### config.mk
export PLATFORM = sky130hd
export DESIGN_NAME = scba_ffs
export DESIGN_NICKNAME = d
export VERILOG_FILES = /design/src/hdl/scba_pkg.sv /design/src/hdl/scba_ffs.sv
export SDC_FILE = /design/constraint.sdc
export NUM_CORES = 1
export LEC_CHECK = 0
export ABC_AREA = 1
export BUFFER_PORTS_ARGS = -buffer_cell sky130_fd_sc_hd__buf_2
export CAP_MARGIN = 20
export CELL_PAD_IN_SITES_DETAIL_PLACEMENT = 1
export CELL_PAD_IN_SITES_GLOBAL_PLACEMENT = 2
export CORE_ASPECT_RATIO = 0.8
export CORE_UTILIZATION = 18
export DETAILED_ROUTE_END_ITERATION = 8
export GPL_TIMING_DRIVEN = 1
export PLACE_DENSITY_LB_ADDON = 0.1
export SYNTH_ARGS = -nofsm -noshare
export SYNTH_HDL_FRONTEND = slang
export SYNTH_SLANG_ARGS = --single-unit
### constraint.sdc
create_clock -name vclk -period 2.36
set_clock_uncertainty 0.1 [all_clocks]
set_input_delay 0.236 -clock vclk [all_inputs]
set_output_delay 0.236 -clock vclk [all_outputs]
set_load 0.02 [all_outputs]
### src/hdl/scba_pkg.sv
package scba_pkg;

    localparam int UNIT_COUNT      = 1024;
    localparam int MIN_BLOCK_SHIFT = 12;
    localparam int UNIT_SHIFT      = 22;

    localparam int TOP_CLASS   = UNIT_SHIFT - MIN_BLOCK_SHIFT;
    localparam int CLASS_COUNT = TOP_CLASS + 1;
    localparam int WORD_W      = 64;
    localparam int BIT_W       = $clog2(WORD_W);
    localparam int UNIT_W      = $clog2(UNIT_COUNT);
    localparam int UWORD_W     = UNIT_W - BIT_W;
    localparam int BLK_W       = UNIT_SHIFT - MIN_BLOCK_SHIFT;
    localparam int BWORD_W     = BLK_W - BIT_W;
    localparam int CLS_W       = $clog2(CLASS_COUNT);
    localparam int CNT_W       = BLK_W + 1;
    localparam int CMAP_DEPTH  = CLASS_COUNT * (UNIT_COUNT / WORD_W);
    localparam int CMAP_AW     = CLS_W + UWORD_W;
    localparam int BMAP_AW     = UNIT_W + BWORD_W;
    localparam int ADDR_W      = 32;
    localparam int ORDER_W     = 5;

    typedef struct packed {
        logic [CLS_W-1:0] cls;
        logic [CNT_W-1:0] cap;
        logic [CNT_W-1:0] nfree;
    } desc_t;

    localparam desc_t TOP_DESC = '{cls: CLS_W'(TOP_CLASS), cap: CNT_W'(1), nfree: CNT_W'(1)};

endpackage

### src/hdl/scba_ffs.sv
module scba_ffs (
    input  logic [scba_pkg::WORD_W-1:0] vec,
    output logic                        found,
    output logic [scba_pkg::BIT_W-1:0]  idx
);
    import scba_pkg::*;

    logic [7:0] byte_any;
    logic [2:0] byte_sel;
    logic [2:0] bit_sel;
    logic [7:0] sel_byte;

    always_comb
    begin
        for (int i = 0; i < 8; i++)
        begin
            byte_any[i] = |vec[i*8 +: 8];
        end
    end

    // lowest nonzero byte, then lowest set bit within it
    always_comb
    begin
        byte_sel = 3'd0;
        for (int i = 7; i >= 0; i--)
        begin
            if (byte_any[i])
            begin
                byte_sel = 3'(i);
            end
        end
    end

    assign sel_byte = vec[{byte_sel, 3'b000} +: 8];

    always_comb
    begin
        bit_sel = 3'd0;
        for (int i = 7; i >= 0; i--)
        begin
            if (sel_byte[i])
            begin
                bit_sel = 3'(i);
            end
        end
    end

    assign found = |byte_any;
    assign idx   = {byte_sel, bit_sel};

endmodule

==> summary.txt, run 1 <==
Timing
  – Fmax: just under 400 MHz
  – Slew @ Worst Pin: ~250 ps
  – Min Tclk post-route: about 2600 ps
  – Unrepaired setup endpoints after global routing: yes
  – Final slew viol count: 0
  – Fin. Hold Viols: 0
  – Final Setup Violations: 3
  – Rel. slew slack: 0.832
  – Setup WS post-layout: -232 ps
  – Hold slack: 847 ps
  – Final worst-path cycle share: 1.10

Worst setup path
  – Crit path cell chain: buf_8 > nor2_4 > nand2_2 > nor2_2 > nand2_1 > nand2_1 > nand2_1 > nand2_2 > nand2_4 > buf_6 > a21oi_4 > buf_12 > nand2_1 > o211ai_1 > nand2_1 > nand2_1 > nand2_2 > buf_4 > inv_1 > nand2_1 > a21oi_2 > buf_6
  – Critical Path Stages: 22
  – Most common cell on crit path: nand2_1
  – Crit-path max cell delay: 200 ps
  – Crit. End Element: output pin
  – CP startpoint: vec[54]
  – CP Data Arrival Time: ~2300 ps
  – Worst path bufs/invs: 6
  – Slowest stage cell, crit path: a21oi_4
  – Critical Path RT: 2020 ps
  – Startpoint types: input port
  – CP Max Fanout: 8
  – Crit Path Class: input port to output pin
  – End point of the critical path: idx[0]
  – Top Family by Delay on Critical Path: simple AND/OR/NAND/NOR gates

Floorplan
  – Core Area: about 0.0056 mm²
  – Rows: 24
  – Die ar.: roughly 0.0062 mm²
  – Die span in y: between 70 and 80 µm
  – Die Wd: roughly 88 µm
  – Initial Util: 0.191
  – Top Ports: 71

Place
  – Placed cells: roughly 440
  – Hpwl dp: between 4000 and 5000 µm
  – PortBufs: slightly above 70
  – GPL Wtd Cong: just under 0.9
  – Placed Area: slightly above 0.002 mm²

Status
  – Status: finished, violations left
  – Failing checks: setup timing

Global route
  – Vias in the first global route: just under 2,000
  – Initial antenna violation count: 0
  – Global-route wire length before repair: roughly 8800 µm
  – Tot GR Track Use: 0.177
  – Largest net degree at the start of global routing: 29
  – Total gr overflow: 0

Power
  – PwrDens: around 110 mW/mm²
  – Peak supply drop: 0.0000366 V
  – Lkg Pwr: around 0.0012 µW

Yosys
  – Sequential area share after synthesis: 0
  – Post-synth top area share: 0.262
  – Netlist cell types: 26
  – Cell Area, Synth: roughly 0.0011 mm²
  – Syn avg cell area: 4.67 µm²
  – Synthesized instance count: between 200 and 250
  – Top post-synthesis cells by area: nand2_1, nand3_1, inv_1, nor2_1, o211ai_1
  – Ys Warns: 0
  – Synth Net Count: 291
  – Top cell type by total area after synthesis: nand2_1

Cells and area
  – Antenna Cells: 0
  – Non-Filler Instances: around 450
  – Sequential cells: 0
  – Share of post-route cells with drive strength above 1: 0.542
  – Multi-input gate area: just under 0.001 mm²
  – Fill cells: ~770
  – CLK BUF: 0
  – Finished Core Util: 0.408
  – Final #Nets: around 430
  – Reg area: 0 µm²
  – Fin area: 0.00227 mm²
  – Area growth from synthesis to final layout: 114%

Flow run
  – Number of max-cap violations: 0

Min path
  – Hold Startpoint: vec[8]
  – Min-Delay Path Class: input port to output pin

Routing
  – Post-Route WL: around 5300 µm
  – Routed vias: about 1,900
  – Post-DRT Antenna Nets: 0
  – DR vias/cell: about 4.2
  – DR iter-0 viols: 54
  – Wire length per cell: 11.9 µm
  – 1st-pass router iterations: 4
  – DRC: 0

Clock tree
  – Hold_buf cts: 0
[placed cells by master, fill, tap and decap left out]
cell      count
nand2_4       3
a31oi_1       1
nand3_2       3
buf_12        2
nor4_2        1
and2_1        2
nand2_2      11
nor3_2        2
nand2_1      63
nand3_1      27
o21ai_0       3
a31oi_2       1
nand4_1       6
nor2_4        4
o21ai_1       6
nor2_2        7
buf_8         1
or2_1         1
o211ai_1      7
inv_1        30
nand2_8       1
a21oi_2       3
buf_4        72
nor2_1       14
a21oi_1       6
or2_0         1
inv_2        14
nor3_4        1
a21oi_4       1
buf_2        59
buf_6        12
nor4_1        1
inv_4         1
[power by group]
group          leakage (µW)  internal (µW)  switching, µW  total, µW
Sequential                0              0              0          0
Combinational       0.00123            136            104        239
Clock                     0              0              0          0
[synthesized netlist by cell type (3+ instances only)]
master,n
a21oi_1,9
buf_2,3
inv_1,36
inv_2,9
nand2_1,74
nand2_4,3
nand3_1,29
nand4_1,6
nor2_1,23
o211ai_1,7
o21ai_0,3
o21ai_1,6
[area by class of cell]
class,count,area share
Tap cell,78,0.0430
Multi-Input combinational cell,176,0.429
Timing Repair Buffer,146,0.453
Inverter,45,0.0756
[tightest hold or removal path, cell delays in order]
cell and delay (ps):
buf_2 90, nand2_1 50, nand4_1 160, a21oi_2 50
buf_6 120
[stage by stage]
stage / worst slack [ps] / setup TNS [ps] / total power, µW
3_5_place_dp: -306 / -848 / 212
2_1_floorplan: 13.3 / 0 / 67.9
3_3_place_gp: -326 / -882 / 211
5_1_grt: -436 / -1170 / 265
6_report: -232 / -573 / 239
4_1_cts: -249 / -645 / 233
[repair_timing]
action,CTS,global route
cloned,1,0
buffers inserted,4,1
endpoints found under the setup margin,3,3
gates resized for setup,39,19
pin swaps,10,9
[how the worst min path moves through the flow]
stage / end / slack, ps / depth (start not counted)
4_1_cts: idx[0] / 870 / 5
3_5_place_dp: idx[0] / 870 / 5
6_report: idx[0] / 850 / 5
2_1_floorplan: idx[0] / 610 / 3
3_3_place_gp: idx[0] / 870 / 5
5_1_grt: idx[0] / 910 / 5
[logic make-up (layout without fill, tap and decap cells)]
logic type / after synthesis / count (layout) / share of synthesized area
AOI/OAI and AO/OA: 28 / 28 / 0.162
and+or+nand+nor: 148 / 148 / 0.640
buffers and inverters: 51 / 191 / 0.198
[metal layers]
metal	vias to the layer above	part of all wire	GRT usage
met5	-	0	0
met4	0	0	0
met3	0	0.026	0.00117
met2	43	0.46	0.315
met1	832	0.51	0.253
li1	1005	-	-
Power figures use the tool's default switching activity.
==> run 2, diff against run 1 <==
--- a/config.mk
+++ b/config.mk
@@ -15,6 +15,7 @@
 export DETAILED_ROUTE_END_ITERATION = 8
 export GPL_TIMING_DRIVEN = 1
 export PLACE_DENSITY_LB_ADDON = 0.1
+export SETUP_SLACK_MARGIN = 0.05
 export SYNTH_ARGS = -nofsm -noshare
 export SYNTH_HDL_FRONTEND = slang
 export SYNTH_SLANG_ARGS = --single-unit
==> summary.txt, run 2 (synthesis gave the netlist of run 1 again) <==
Global route
  – Global-route wire length before repair: 8560 µm (was 8800 µm)
  – Tot GR Track Use: 0.172 (was 0.177)
  – Vias in the first global route: 1,869 (was 1,925)
  – Total gr overflow: 0 (unchanged)
  – Largest net degree at the start of global routing: 29 (unchanged)
  – Initial antenna violation count: 0 (unchanged)

Floorplan
  – Die ar.: 0.00620 mm² (unchanged)
  – Die Wd: 87.8 µm (unchanged)
  – Die span in y: 70.6 µm (unchanged)
  – Initial Util: 0.191 (unchanged)
  – Rows: 24 (unchanged)
  – Core Area: 0.00556 mm² (unchanged)
  – Top Ports: 71 (unchanged)

Timing
  – Final Setup Violations: 3 (unchanged)
  – Slew @ Worst Pin: 249 ps (was 250 ps)
  – Fmax: 394 MHz (was 386 MHz)
  – Final worst-path cycle share: 1.08 (was 1.10)
  – Hold slack: 873 ps (was 847 ps)
  – Setup WS post-layout: -180 ps (was -232 ps)
  – Unrepaired setup endpoints after global routing: yes (unchanged)
  – Fin. Hold Viols: 0 (unchanged)
  – Rel. slew slack: 0.832 (about the same)
  – Min Tclk post-route: 2540 ps (was 2590 ps)
  – Final slew viol count: 0 (unchanged)

Cells and area
  – Sequential cells: 0 (unchanged)
  – Finished Core Util: 0.382 (was 0.408)
  – Commonest non-fill, non-tap cells in the layout: nand2_1, buf_2, buf_4 (was buf_4, nand2_1, buf_2)
  – Reg area: 0 µm² (unchanged)
  – Antenna Cells: 0 (unchanged)
  – Share of post-route cells with drive strength above 1: 0.485 (was 0.542)
  – Non-Filler Instances: 441 (was 445)
  – Most common cell after layout, fill and taps aside: nand2_1 (was buf_4)
  – Final #Nets: 429 (was 433)
  – Area growth from synthesis to final layout: 100% (was 114%)
  – CLK BUF: 0 (unchanged)

Worst setup path
  – Startpoint types: input port (unchanged)
  – Most common cell on crit path: nand2_1 (unchanged)
  – Crit path cell chain: buf_2 > nor2_1 > nand2_1 > nor2_2 > nand2_1 > nand2_1 > nand2_1 > nand2_2 > nand2_4 > buf_6 > a21oi_4 > buf_12 > nor2_1 > nor2_1 > nor2_1 > nand2_1 > nand2_1 > nand2_1 > nand2_1 > nand2_1 > nand2_1 > a21oi_2 > buf_6 (was buf_8 > nor2_4 > nand2_2 > nor2_2 > nand2_1 > nand2_1 > nand2_1 > nand2_2 > nand2_4 > buf_6 > a21oi_4 > buf_12 > nand2_1 > o211ai_1 > nand2_1 > nand2_1 > nand2_2 > buf_4 > inv_1 > nand2_1 > a21oi_2 > buf_6)
  – Slowest stage cell, crit path: buf_12 (was a21oi_4)
  – Crit. End Element: output pin (unchanged)
  – Crit Path Class: input port to output pin (unchanged)
  – Critical Path RT: 2020 ps (about the same)
  – Crit-path max cell delay: 160 ps (was 200 ps)
  – CP Max Fanout: 16 (was 8)
  – CP Data Arrival Time: 2200 ps (was 2260 ps)

Status
  – Failing checks: setup timing (unchanged)
  – Status: finished, violations left (unchanged)

Place
  – Worst slack, placed: -325 ps (was -306 ps)
  – PortBufs: 71 (unchanged)
  – Hpwl dp: 4650 µm (was 4490 µm)
  – GPL Wtd Cong: 0.808 (was 0.866)
  – Placed cells: 440 (was 441)

Routing
  – Post-DRT Antenna Nets: 0 (unchanged)
  – 1st-pass router iterations: 3 (was 4)
  – DRC: 0 (unchanged)
  – Routed vias: 1,880 (unchanged)
  – Wire length per cell: 12.1 µm (was 11.9 µm)
  – DR vias/cell: 4.26 (was 4.22)
  – DR iter-0 viols: 86 (was 54)
  – Post-Route WL: 5350 µm (was 5290 µm)

Power
  – Total power: 219 µW (was 239 µW)
  – Lkg Pwr: 0.00118 µW (was 0.00123 µW)
  – PwrDens: 103 mW/mm² (was 105 mW/mm²)
  – Peak supply drop: 0.0000341 V (was 0.0000366 V)

Clock tree
  – Hold_buf cts: 0 (unchanged)
  – Post-CTS setup buffer count: 0 (was 4)

Min path
  – End of the worst hold path: idx[0] (unchanged)
  – Min-Delay Path Class: input port to output pin (unchanged)
  – Worst Hold Depth: 5 (unchanged)
  – Hold Startpoint: vec[8] (unchanged)

Flow run
  – Number of max-cap violations: 0 (unchanged)
## run 2: changes by cell type in the layout (fill, tap and decap cells not counted), moves of 3 or more
| cell | previous run | this run |
|---|---|---|
| buf_2 | 59 | 67 |
| buf_6 | 12 | 6 |
| buf_4 | 72 | 67 |
| inv_1 | 30 | 35 |
| nand2_1 | 63 | 68 |
| nor2_1 | 14 | 19 |
| inv_2 | 14 | 10 |
| nand2_2 | 11 | 7 |
| nor2_2 | 7 | 4 |
## run 2: routing by layer
| metal | vias up | GRT usage | share of wire |
|---|---|---|---|
| met1 | 844 | 0.242 | 0.51 |
| met2 | 39 | 0.306 | 0.46 |
| met3 | 0 | 0.00467 | 0.027 |
| met5 | - | 0 | 0 |
| li1 | 997 | - | - |
| met4 | 0 | 0.00911 | 0 |
## run 2: power breakdown
group / leakage, µW / total, µW / switching, µW / internal [µW]
logic: 0.00118 / 219 / 98.5 / 120
registers: 0 / 0 / 0 / 0
clock network: 0 / 0 / 0 / 0
total: 0.00118 / 219 / 98.5 / 120
## run 2: worst max path at each step
stage,slack (ps),endpoint,start,depth (start not counted)
after global placement,-320,idx[2],vec[55],18
after floorplan,10,idx[1],vec[5],14
final,-180,idx[0],vec[51],23
after detailed placement,-330,idx[2],vec[55],18
after global routing,-420,idx[0],vec[51],23
after CTS,-190,idx[2],vec[29],18
## run 2: final cells by class
cell class / count / area (µm²)
Timing Repair Buffer: 141 / 926
Multi-Input combinational cell: 177 / 931
Tap cell: 78 / 97.6
Inverter: 45 / 169
Fill cell: 809 / 3430
## run 2: worst max-delay path, delay by kind of cell
family | cells | cell delay [ps]
and+or+nand+nor | 17 | 1140
AOI/OAI and AO/OA | 2 | 290
buffers and inverters | 4 | 530
## run 2: timing repair
| action | 4_1_cts | 5_1_grt |
|---|---|---|
| endpoints found under the setup margin | 3 | 3 |
| gates resized for setup | 22 | 4 |
| pin swaps | 1 | 2 |
| gates cloned | 0 | 1 |
## run 2: per-stage QoR
step                instance area [µm²]  setup TNS, ps
floorplan                          1070              0
global placement                   2020           -875
detailed placement                 2020           -919
CTS                                2100           -512
global route                       2120          -1150
finish                             2120           -480
==> run 3, diff against run 2 <==
--- a/config.mk
+++ b/config.mk
@@ -11,10 +11,11 @@
 export CELL_PAD_IN_SITES_DETAIL_PLACEMENT = 1
 export CELL_PAD_IN_SITES_GLOBAL_PLACEMENT = 2
 export CORE_ASPECT_RATIO = 0.8
+export CORE_MARGIN = 10
 export CORE_UTILIZATION = 18
 export DETAILED_ROUTE_END_ITERATION = 8
 export GPL_TIMING_DRIVEN = 1
-export PLACE_DENSITY_LB_ADDON = 0.1
+export PLACE_DENSITY = 0.82
 export SETUP_SLACK_MARGIN = 0.05
 export SYNTH_ARGS = -nofsm -noshare
 export SYNTH_HDL_FRONTEND = slang
==> summary.txt, run 3 (synthesis gave the netlist of run 1 again) <==
Status
  – Status: finished, violations left (unchanged)
  – Failing checks: setup timing (unchanged)

Cells and area
  – Non-Filler Instances: 456 (was 441)
  – Area growth from synthesis to final layout: 128% (was 100%)
  – Share of post-route cells with drive strength above 1: 0.590 (was 0.485)
  – Multi-input gate area: 0.00105 mm² (was 931 µm²)
  – Fill cells: 809 (unchanged)
  – Final #Nets: 444 (was 429)
  – Most common cell after layout, fill and taps aside: buf_4 (was nand2_1)
  – Antenna Cells: 0 (unchanged)
  – Reg area: 0 µm² (unchanged)
  – Sequential cells: 0 (unchanged)
  – Fin area: 0.00241 mm² (was 0.00212 mm²)
  – Commonest non-fill, non-tap cells in the layout: buf_4, buf_2, nand2_1 (was nand2_1, buf_2, buf_4)
  – CLK BUF: 0 (unchanged)

Global route
  – Vias in the first global route: 2,136 (was 1,869)
  – Total gr overflow: 0 (unchanged)
  – Initial antenna violation count: 0 (unchanged)
  – Tot GR Track Use: 0.127 (was 0.172)
  – Global-route wire length before repair: 10,100 µm (was 8560 µm)
  – Largest net degree at the start of global routing: 16 (was 29)

Timing
  – Final Setup Violations: 3 (unchanged)
  – Min Tclk post-route: 2670 ps (was 2540 ps)
  – Fin. Hold Viols: 0 (unchanged)
  – Setup WS post-layout: -314 ps (was -180 ps)
  – Final slew viol count: 0 (unchanged)
  – Final total negative setup slack: -719 ps (was -480 ps)
  – Final worst-path cycle share: 1.13 (was 1.08)
  – Rel. slew slack: 0.801 (was 0.832)
  – Slew @ Worst Pin: 296 ps (was 249 ps)
  – Fmax: 374 MHz (was 394 MHz)
  – Unrepaired setup endpoints after global routing: yes (unchanged)

Worst setup path
  – CP Data Arrival Time: 2340 ps (was 2200 ps)
  – CP Max Fanout: 6 (was 16)
  – Critical Path RT: 2020 ps (about the same)
  – Crit Path Class: input port to output pin (unchanged)
  – Startpoint types: input port (unchanged)
  – Crit. End Element: output pin (unchanged)

Place
  – Hpwl dp: 5270 µm (was 4650 µm)
  – Placed Area: 0.00203 mm² (was 0.00202 mm²)
  – GPL Wtd Cong: 0.861 (was 0.808)
  – Worst slack, placed: -328 ps (was -325 ps)
  – Placed cells: 444 (was 440)
  – PortBufs: 71 (unchanged)

Power
  – Lkg Pwr: 0.00128 µW (was 0.00118 µW)
  – Total power: 244 µW (was 219 µW)
  – Peak supply drop: 0.0000364 V (was 0.0000341 V)
  – PwrDens: 101 mW/mm² (was 103 mW/mm²)

Routing
  – Routed vias: 2,021 (was 1,880)
  – 1st-pass router iterations: 4 (was 3)
  – DR iter-0 viols: 62 (was 86)
  – Wire length per cell: 14.8 µm (was 12.1 µm)
  – DRC: 0 (unchanged)
  – Post-Route WL: 6770 µm (was 5350 µm)
  – DR vias/cell: 4.43 (was 4.26)
  – Post-DRT Antenna Nets: 0 (unchanged)

Flow run
  – Number of max-cap violations: 0 (unchanged)

Clock tree
  – Hold_buf cts: 0 (unchanged)

Floorplan
  – Die span in y: 88.6 µm (was 70.6 µm)
  – Core Area: 0.00559 mm² (was 0.00556 mm²)
  – Rows: 24 (unchanged)
  – Top Ports: 71 (unchanged)
  – Die Wd: 106 µm (was 87.8 µm)
  – Die ar.: 0.00938 mm² (was 0.00620 mm²)
  – Initial Util: 0.190 (was 0.191)

Min path
  – Min-Delay Path Class: input port to output pin (unchanged)
[run 3: cell types whose count changed in the layout (fill, tap and decap cells not counted), moves of 3 or more]
cell,previous run,this run
nand3_2,2,9
buf_2,67,60
inv_2,10,13
nand2_1,68,59
a21oi_2,1,5
a21oi_1,7,4
buf_4,67,77
nor2_1,19,13
buf_6,6,19
inv_1,35,31
nand3_1,28,21
nor2_4,2,5
nor2_2,4,7
nand2_2,7,16
[run 3: worst paths after layout]
kind / startpoint / to / slack, ps / depth (start not counted)
hold / removal: vec[8] / idx[0] / 910 / 5
setup / recovery: vec[7] / idx[0] / -310 / 18
[run 3: timing repair]
item / in CTS / in global routing
pin swaps: 8 / 19
gates resized for setup: 37 / 39
buffers inserted: 4 / 6
endpoints found under the setup margin: 3 / 4
gates cloned: 1 / 1
[run 3: layout make-up]
cell class	instances	share of cell area
inverter	45	0.0710
multi-input combinational	177	0.436
tap	78	0.0404
timing repair buffer	156	0.452
[run 3: where the power goes]
| part | leakage (µW) | switching [µW] | internal [µW] |
|---|---|---|---|
| logic | 0.00128 | 109 | 136 |
| registers | 0 | 0 | 0 |
| clock network | 0 | 0 | 0 |
[run 3: per-stage QoR]
step / utilization / hold WS, ps
2_1_floorplan: - / 607
3_3_place_gp: 0.364 / 888
3_5_place_dp: 0.364 / 903
4_1_cts: 0.399 / 899
5_1_grt: 0.432 / 945
6_report: 0.432 / 911
[run 3: layer usage]
| layer | vias up | wire length [µm] | global-route usage |
|---|---|---|---|
| li1 | 1027 | - | - |
| met1 | 944 | 3310 | 0.170 |
| met2 | 48 | 3190 | 0.224 |
| met3 | 2 | 255 | 0.0145 |
| met4 | 0 | 14 | 0.00613 |
| met5 | - | 0 | 0 |
[run 3: worst max-delay path: stages]
cell	delay (ps)
buf_6	90
inv_2	50
nand4_1	190
nor3_4	340
nand2_2	120
nor2_4	220
buf_6	160
nand2_2	60
nor2_2	120
nor2_2	60
nand2_2	60
nand2_1	50
nand2_1	70
nand2_1	50
nand2_1	70
nand2_1	80
a21oi_2	170
buf_6	140
